File: config.mk
export PLATFORM = sky130hd
export DESIGN_NAME = circular_buffer_deque
export DESIGN_NICKNAME = d
export VERILOG_FILES = /design/src/hw/rtl/cbd_pkg.sv /design/src/hw/rtl/circular_buffer_deque.sv
export SDC_FILE = /design/constraint.sdc
export NUM_CORES = 1
export LEC_CHECK = 0
export CORE_MARGIN = 1
export CORE_UTILIZATION = 45
export DETAILED_ROUTE_END_ITERATION = 6
export DONT_BUFFER_PORTS = 1
export GPL_TIMING_DRIVEN = 0
export PLACE_DENSITY = 0.66
export SYNTH_ARGS = -nofsm -noshare
export SYNTH_HDL_FRONTEND = slang
export SYNTH_SLANG_ARGS = --single-unit
File: constraint.sdc
create_clock -name clk -period 3.6 [get_ports clk]
set_clock_uncertainty 0.15 [all_clocks]
set_input_delay 0.36 -clock clk [delete_from_list [all_inputs] [get_ports clk]]
set_output_delay 0.36 -clock clk [all_outputs]
set_load 0.01 [all_outputs]
File: src/hw/rtl/cbd_pkg.sv
// ----------------------------------------------------------------------------
// cbd_pkg
// Shared widths, operation codes and status codes for the ring buffer deque.
// ----------------------------------------------------------------------------
package cbd_pkg;

    localparam int DEPTH_DEF      = 16;
    localparam int DATA_WIDTH_DEF = 8;

    localparam int FUNC_W   = 3;
    localparam int STATUS_W = 2;

    typedef logic [FUNC_W-1:0]   func_t;
    typedef logic [STATUS_W-1:0] status_t;

    localparam func_t OP_PUSH_FRONT = 3'd0;
    localparam func_t OP_PUSH_BACK  = 3'd1;
    localparam func_t OP_POP_FRONT  = 3'd2;
    localparam func_t OP_POP_BACK   = 3'd3;
    localparam func_t OP_READ       = 3'd4;
    localparam func_t OP_CLEAR      = 3'd5;

    localparam status_t ST_OK    = 2'd0;
    localparam status_t ST_FULL  = 2'd1;
    localparam status_t ST_EMPTY = 2'd2;
    localparam status_t ST_RANGE = 2'd3;

endpackage

File: src/hw/rtl/circular_buffer_deque.sv
// ----------------------------------------------------------------------------
// circular_buffer_deque
// Fixed-capacity double-ended queue kept in a circular single-port-read store.
// ----------------------------------------------------------------------------
// Usage:
//   The input channel (in_valid / in_stall) carries one operation word: func,
//   value and index. Push front/back, pop front/back, read at an offset from
//   the front, or clear. A push into a full deque or a pop from an empty one
//   is rejected and reports a status, with no change of state.
//   Every operation gives exactly one result word on the output channel
//   (out_valid / out_stall): status, front and back entries, the read entry,
//   the entry count and an empty flag.
//   An accepted operation, with the read issued at acceptance, is held in a
//   one-deep result stage that loads the output register, raising out_valid,
//   once that register is free. One operation is accepted per cycle while
//   in_stall is low: the store is read at most once per operation (new front
//   after a pop front, new back after a pop back, or the addressed entry),
//   and the front and back values are otherwise kept in registers.
//   When the receiver stalls, the output register holds its word; one more
//   operation may be taken into the result stage, after which in_stall rises.
//   Reset clears the pointers, the count and both valid flags; the store
//   contents are kept and need no clearing pass.
// ----------------------------------------------------------------------------
module circular_buffer_deque #(
    parameter int DEPTH      = cbd_pkg::DEPTH_DEF,
    parameter int DATA_WIDTH = cbd_pkg::DATA_WIDTH_DEF
) (
    input  logic                           clk,
    input  logic                           rst_n,

    input  logic                           in_valid,
    output logic                           in_stall,
    input  cbd_pkg::func_t                 func,
    input  logic [DATA_WIDTH-1:0]          value,
    input  logic [$clog2(DEPTH)-1:0]       index,

    output logic                           out_valid,
    input  logic                           out_stall,
    output cbd_pkg::status_t               status,
    output logic [DATA_WIDTH-1:0]          front_value,
    output logic [DATA_WIDTH-1:0]          back_value,
    output logic [DATA_WIDTH-1:0]          read_value,
    output logic [$clog2(DEPTH+1)-1:0]     count,
    output logic                           is_empty
);
    import cbd_pkg::*;

    localparam int AW = $clog2(DEPTH);
    localparam int CW = $clog2(DEPTH + 1);

    localparam logic [AW-1:0] LAST_SLOT = AW'(DEPTH - 1);
    localparam logic [CW-1:0] FULL_CNT  = CW'(DEPTH);
    localparam logic [AW:0]   WRAP_SUM  = (AW + 1)'(DEPTH);

    logic [DATA_WIDTH-1:0] mem [DEPTH];

    // architectural state
    logic [AW-1:0]         front_ptr_reg, front_ptr_next;
    logic [AW-1:0]         back_ptr_reg,  back_ptr_next;
    logic [CW-1:0]         cnt_reg,       cnt_next;

    // cached end values; a set select flag means the value sits in rd_data_reg
    logic [DATA_WIDTH-1:0] front_q_reg,   front_q_next;
    logic [DATA_WIDTH-1:0] back_q_reg,    back_q_next;
    logic                  fsel_reg,      fsel_next;
    logic                  bsel_reg,      bsel_next;
    logic                  rsel_reg,      rsel_next;
    logic [DATA_WIDTH-1:0] rd_data_reg;

    // result stage
    logic                  busy_reg;
    status_t               pend_status_reg, pend_status_next;

    // output register
    logic                  out_valid_reg;
    status_t               status_reg;
    logic [DATA_WIDTH-1:0] front_value_reg;
    logic [DATA_WIDTH-1:0] back_value_reg;
    logic [DATA_WIDTH-1:0] read_value_reg;
    logic [CW-1:0]         count_reg;

    logic                  accept;
    logic                  load_out;
    logic                  rd_en;
    logic [AW-1:0]         rd_addr;
    logic                  wr_en;
    logic [AW-1:0]         wr_addr;
    logic [DATA_WIDTH-1:0] eff_front;
    logic [DATA_WIDTH-1:0] eff_back;
    logic [AW-1:0]         fp_inc;
    logic [AW-1:0]         fp_dec;
    logic [AW-1:0]         bp_inc;
    logic [AW-1:0]         bp_dec;
    logic [AW:0]           idx_sum;
    logic [AW-1:0]         idx_slot;

    assign load_out = busy_reg && (!out_valid_reg || !out_stall);
    assign in_stall = busy_reg && out_valid_reg && out_stall;
    assign accept   = in_valid && !in_stall;

    assign eff_front = fsel_reg ? rd_data_reg : front_q_reg;
    assign eff_back  = bsel_reg ? rd_data_reg : back_q_reg;

    assign fp_inc = (front_ptr_reg == LAST_SLOT) ? '0 : front_ptr_reg + 1'b1;
    assign fp_dec = (front_ptr_reg == '0) ? LAST_SLOT : front_ptr_reg - 1'b1;
    assign bp_inc = (back_ptr_reg == LAST_SLOT) ? '0 : back_ptr_reg + 1'b1;
    assign bp_dec = (back_ptr_reg == '0) ? LAST_SLOT : back_ptr_reg - 1'b1;

    // front + offset, wrapped once
    assign idx_sum  = {1'b0, front_ptr_reg} + {1'b0, index};
    assign idx_slot = (idx_sum >= WRAP_SUM) ? AW'(idx_sum - WRAP_SUM) : idx_sum[AW-1:0];

    always_comb
    begin
        front_ptr_next   = front_ptr_reg;
        back_ptr_next    = back_ptr_reg;
        cnt_next         = cnt_reg;
        front_q_next     = eff_front;
        back_q_next      = eff_back;
        fsel_next        = 1'b0;
        bsel_next        = 1'b0;
        rsel_next        = 1'b0;
        pend_status_next = ST_OK;
        rd_en            = 1'b0;
        rd_addr          = '0;
        wr_en            = 1'b0;
        wr_addr          = '0;

        case (func)
            OP_PUSH_FRONT, OP_PUSH_BACK:
            begin
                if (cnt_reg == FULL_CNT)
                begin
                    pend_status_next = ST_FULL;
                end
                else
                begin
                    wr_en    = 1'b1;
                    cnt_next = cnt_reg + 1'b1;
                    if (cnt_reg == '0)
                    begin
                        front_ptr_next = '0;
                        back_ptr_next  = '0;
                        wr_addr        = '0;
                        front_q_next   = value;
                        back_q_next    = value;
                    end
                    else if (func == OP_PUSH_FRONT)
                    begin
                        front_ptr_next = fp_dec;
                        wr_addr        = fp_dec;
                        front_q_next   = value;
                    end
                    else
                    begin
                        back_ptr_next = bp_inc;
                        wr_addr       = bp_inc;
                        back_q_next   = value;
                    end
                end
            end
            OP_POP_FRONT, OP_POP_BACK:
            begin
                if (cnt_reg == '0)
                begin
                    pend_status_next = ST_EMPTY;
                end
                else
                begin
                    cnt_next = cnt_reg - 1'b1;
                    if (cnt_reg == CW'(1))
                    begin
                        front_ptr_next = '0;
                        back_ptr_next  = '0;
                    end
                    else if (func == OP_POP_FRONT)
                    begin
                        front_ptr_next = fp_inc;
                        rd_en          = 1'b1;
                        rd_addr        = fp_inc;
                        fsel_next      = 1'b1;
                    end
                    else
                    begin
                        back_ptr_next = bp_dec;
                        rd_en         = 1'b1;
                        rd_addr       = bp_dec;
                        bsel_next     = 1'b1;
                    end
                end
            end
            OP_READ:
            begin
                if (CW'(index) < cnt_reg)
                begin
                    rd_en     = 1'b1;
                    rd_addr   = idx_slot;
                    rsel_next = 1'b1;
                end
                else
                begin
                    pend_status_next = ST_RANGE;
                end
            end
            OP_CLEAR:
            begin
                front_ptr_next = '0;
                back_ptr_next  = '0;
                cnt_next       = '0;
            end
            default:
            begin
                pend_status_next = ST_OK;
            end
        endcase
    end

    // store: one write port, one registered read port
    always_ff @(posedge clk)
    begin
        if (accept && wr_en)
        begin
            mem[wr_addr] <= value;
        end
        if (accept && rd_en)
        begin
            rd_data_reg <= mem[rd_addr];
        end
    end

    always_ff @(posedge clk or negedge rst_n)
    begin
        if (!rst_n)
        begin
            front_ptr_reg <= '0;
            back_ptr_reg  <= '0;
            cnt_reg       <= '0;
            fsel_reg      <= 1'b0;
            bsel_reg      <= 1'b0;
            rsel_reg      <= 1'b0;
            busy_reg      <= 1'b0;
            out_valid_reg <= 1'b0;
        end
        else
        begin
            if (accept)
            begin
                front_ptr_reg <= front_ptr_next;
                back_ptr_reg  <= back_ptr_next;
                cnt_reg       <= cnt_next;
                fsel_reg      <= fsel_next;
                bsel_reg      <= bsel_next;
                rsel_reg      <= rsel_next;
                busy_reg      <= 1'b1;
            end
            else if (load_out)
            begin
                busy_reg <= 1'b0;
            end

            if (load_out)
            begin
                out_valid_reg <= 1'b1;
            end
            else if (!out_stall)
            begin
                out_valid_reg <= 1'b0;
            end
        end
    end

    // payload registers
    always_ff @(posedge clk)
    begin
        if (accept)
        begin
            front_q_reg     <= front_q_next;
            back_q_reg      <= back_q_next;
            pend_status_reg <= pend_status_next;
        end
        if (load_out)
        begin
            status_reg      <= pend_status_reg;
            count_reg       <= cnt_reg;
            front_value_reg <= (cnt_reg == '0) ? '0 : eff_front;
            back_value_reg  <= (cnt_reg == '0) ? '0 : eff_back;
            read_value_reg  <= rsel_reg ? rd_data_reg : '0;
        end
    end

    assign out_valid   = out_valid_reg;
    assign status      = status_reg;
    assign front_value = front_value_reg;
    assign back_value  = back_value_reg;
    assign read_value  = read_value_reg;
    assign count       = count_reg;
    assign is_empty    = (count_reg == '0);

endmodule

==> key figures <==
Setup path
  – Highest fanout seen on the critical path: 10
  – Setup crit start kind: flop
  – Critical path type: flop to flop
  – FF-to-FF setup slack: 240 ps
  – R2R cell count: 12
  – Endpoint of the worst setup timing path: rd_data_reg[3]$_DFFE_PP_
  – FF-to-FF End: rd_data_reg[3]$_DFFE_PP_
  – Library cell appearing most often on the critical path: a32oi_1
  – Cells along the critical path: buf_4 -> inv_1 -> ha_1 -> a21oi_1 -> o21a_1 -> o211ai_1 -> clkbuf_2 -> clkbuf_2 -> a32oi_1 -> a32oi_1 -> a32oi_1 -> o311ai_1
  – Sort of element at the end of the critical path: flop
  – Slowest stage delay, CP: about 360 ps
  – Beginning of the critical path: cnt_reg[2]$_DFFE_PN0P_
  – Required time worst endpoint: approximately 3700 ps
  – Reg-to-reg startpoint: cnt_reg[2]$_DFFE_PN0P_
  – Cell type of the slowest stage on the worst timing path: dfrtp_1
  – Worst path arrival time: roughly 3400 ps

Final layout
  – Share of cells above drive strength 1: roughly 11%
  – Final cell count without fillers: approximately 1100
  – Layout-stage area growth over the synthesis result: 13.2%
  – Final standard cell area without fillers: roughly 0.011 mm2
  – Most flops, register: mem
  – Final core occ: between 50% and 60%
  – Flip-flop count of the largest register after layout: 128
  – Number of nets in the layout: around 800

Timing
  – RSZ-0062 raised after global routing: no
  – Final count of pins violating max slew: 0
  – Transition time at the pin with the least slew margin: ~900 ps
  – Finish-stage setup viols: 0
  – Setup slack of the critical path after layout: 237 ps
  – Final Hold Violating Endpoints: 0
  – Sum Neg Setup Slack: 0 ps
  – Achievable clock frequency: 0.297 GHz
  – Worst slew margin: between 30% and 40%
  – Crit share post-route: just over 90%
  – Final critical-path required period: 3360 ps

Logic synthesis
  – Count of distinct cell types in the synthesized netlist: 62
  – EDFF count, synth: around 190
  – Gate Count Post-Synth: roughly 740
  – Synth warn: 0
  – Net count after synthesis: 778
  – Fraction of synthesis flops using an asynchronous set or reset pin: slightly below 9%
  – Dominant register cell in the synthesized netlist: edfxtp_1
  – FF+latch count, synth: a little over 200
  – Synth Area per Inst: 12.5 um2
  – Seq/Total Area, Yosys: between 60% and 70%
  – Post-synthesis instance area: between 0.009 and 0.01 mm2

Clocking
  – Root buffer selected by CTS: clkbuf_16
  – Worst-case clock buffer depth: 3
  – Number of sinks driven by the clock tree: about 200
  – CTS tree: built
  – Max H-tree Level: 1
  – TritonCTS buffer count: 22
  – Post-CTS clock slew at the launch and capture registers of the worst setup and hold paths: 60 ps
  – Clock Latency Late Sink: slightly above 500 ps

Pwr
  – PwrDens: about 700 mW/mm2
  – Static leakage: between 3 and 4 nW
  – Peak ir drop on the vdd network: approximately 0.46 mV
  – Share of total power in combinational logic: a little under a third
  – Internal Power: roughly 5.0 mW
  – Share of total power in sequential cells: between 40% and 50%
  – Switching part of the total: about a third
  – Switching component of the power: between 2 and 2.5 mW
  – Clock network fraction of design power: between 20 and 30%

Placed design
  – Post-placement cell area: 0.00967 mm2
  – Half-perimeter wire length after placement: around 15000 um
  – Placer's final routability congestion estimate: around 0.93
  – Post-place setup slack: -65.6 ps
  – Placed instance count: 1015
  – Port Buf Inserts: 0

GRT
  – First-pass GRT wire length: 34900 um
  – Global route total overflow: 0
  – Number of antenna violations at the first check in global routing: 5
  – Vias in the first global route: roughly 6300
  – Total GRT Usage: between 20% and 30%
  – Maximum number of pins on one net before global-route repair: 21

Detailed routing
  – Drt first pass iters: 7
  – Wirelength, routed: approximately 22000 um
  – Via count normalized by instance count: about 6
  – Residual DRC count: 0
  – Wirelength per Cell: between 20 and 25 um
  – First DRT Iteration DRCs: approximately 500
  – Routed Antenna Nets: 0
  – Total vias in the final route: roughly 6300

Floorplan
  – Effective utilization at floorplan: between 40% and 50%
  – Floorplan core area: between 0.02 and 0.025 mm2
  – Overall die height: 146 um
  – I/O pin count: 53
  – Floorplan die area: approximately 0.021 mm2
  – Core Rows: 52
  – X dimension of the die: 146 um

Flow run
  – Max-capacitance violation count: 0

Min path
  – Worst min path class: primary input to flop

Status
  – Outcome: finished, final reports clean
## power groups by stage
| stage | Clock [mW] | Combinational [mW] | Sequential (mW) |
|---|---|---|---|
| 2_1_floorplan | 0 | 1.58 | 3.05 |
| 4_1_cts | 2.21 | 2.19 | 3.04 |
| 3_3_place_gp | 0 | 2.08 | 3.08 |
| 6_report | 2.18 | 2.25 | 3.04 |
| 3_5_place_dp | 0 | 2.13 | 3.09 |
| 5_1_grt | 2.32 | 2.47 | 3.07 |
## placed cells by master, fill, tap and decap left out, drive strengths merged, types with 3 or more instances in the layout
cell	instances
nor2	56
buf	23
o22ai	3
nor4	4
nand2b	3
edfxtp	185
nor2b	8
mux2	16
clkinv	8
mux2i	9
a211oi	13
nor3b	3
and2	17
dlygate4sd3	12
nor4b	3
a311o	9
a21o	14
o311ai	9
xor2	4
xnor2	3
inv	20
o31ai	10
o21a	3
a211o	3
nand3	46
nor3	6
a21oi	33
ha	14
nand2	70
dfrtp	18
a32oi	24
clkbuf	50
a22oi	4
o21ai	53
and3	17
## layout make-up
cell class              instances  area [um2]
clock buffers                  27         591
repair buffers                 15         150
multi-input cells             478        3060
fillers                      1705        9690
clock inverters                12         111
flip-flops and latches        203        6010
inverters                      19        71.3
well taps                     270         338
diodes                          1        2.50
plain buffers                  43         214
## cell usage after synthesis (17+ instances only)
cell	instances	share of area, %
edfxtp_1	185	60
nand2_1	69	2.8
nor2_1	55	2.2
o21ai_0	51	2.7
nand3_1	46	2.5
a21oi_1	33	1.8
a32oi_1	24	2.3
clkbuf_1	23	0.93
inv_1	19	0.77
dfrtp_1	18	4.8
and2_1	17	1.1
## how the worst min path moves through the flow
stage | endpoint | cells after the start | from | slack, ps
floorplan | back_ptr_reg[0]$_DFFE_PN0P_ | 0 | rst_n | -90
global placement | cnt_reg[2]$_DFFE_PN0P_ | 0 | rst_n | -80
detailed placement | cnt_reg[0]$_DFFE_PN0P_ | 0 | rst_n | -80
CTS | pend_status_reg[0]$_DFFE_PP_ | 3 | func[1] | 50
global route | pend_status_reg[0]$_DFFE_PP_ | 3 | func[1] | 80
finish | pend_status_reg[0]$_DFFE_PP_ | 3 | func[1] | 60
## layer usage
layer	track usage [%]	vias up	part of all wire [%]
li1	-	2931	-
met5	0	-	0.23
met2	33.6	259	47
met3	4.98	53	7.7
met4	5.79	8	2.5
met1	28.4	3055	43
## cell families (layout without fill, tap and decap cells)
group	Yosys count	in the layout	synth area share, %
other cells	0	1	0
flops	203	203	64.5
mux	25	25	2.90
compound gates	193	193	14.2
simple gates	238	238	12.7
buf+inv	63	116	3.02
xor+xnor	7	7	0.658
fa+ha+maj	15	15	2.10
## what timing repair did
action / 4_1_cts / 5_1_grt
setup endpoints to repair: 6 / 7
pin swaps: 0 / 1
hold endpoints to repair: 164 / 0
hold buffers: 12 / 0
buffers inserted: 0 / 2
resized for setup: 2 / 11
## metrics by stage
stage | power (mW) | hold slack, ps
after floorplan | 4.63 | -85.6
after global placement | 5.16 | -84.8
after detailed placement | 5.22 | -84.8
after CTS | 7.45 | 50.1
after global routing | 7.86 | 75.4
final | 7.47 | 62.5
## critical path, delay by kind of cell (launching register included)
family | cells | cell delay (ps)
fa+ha+maj | 1 | 290
buf+inv | 4 | 800
compound gates | 7 | 1480
flops | 1 | 360
Note: power is estimated with default switching activity, not from simulation.
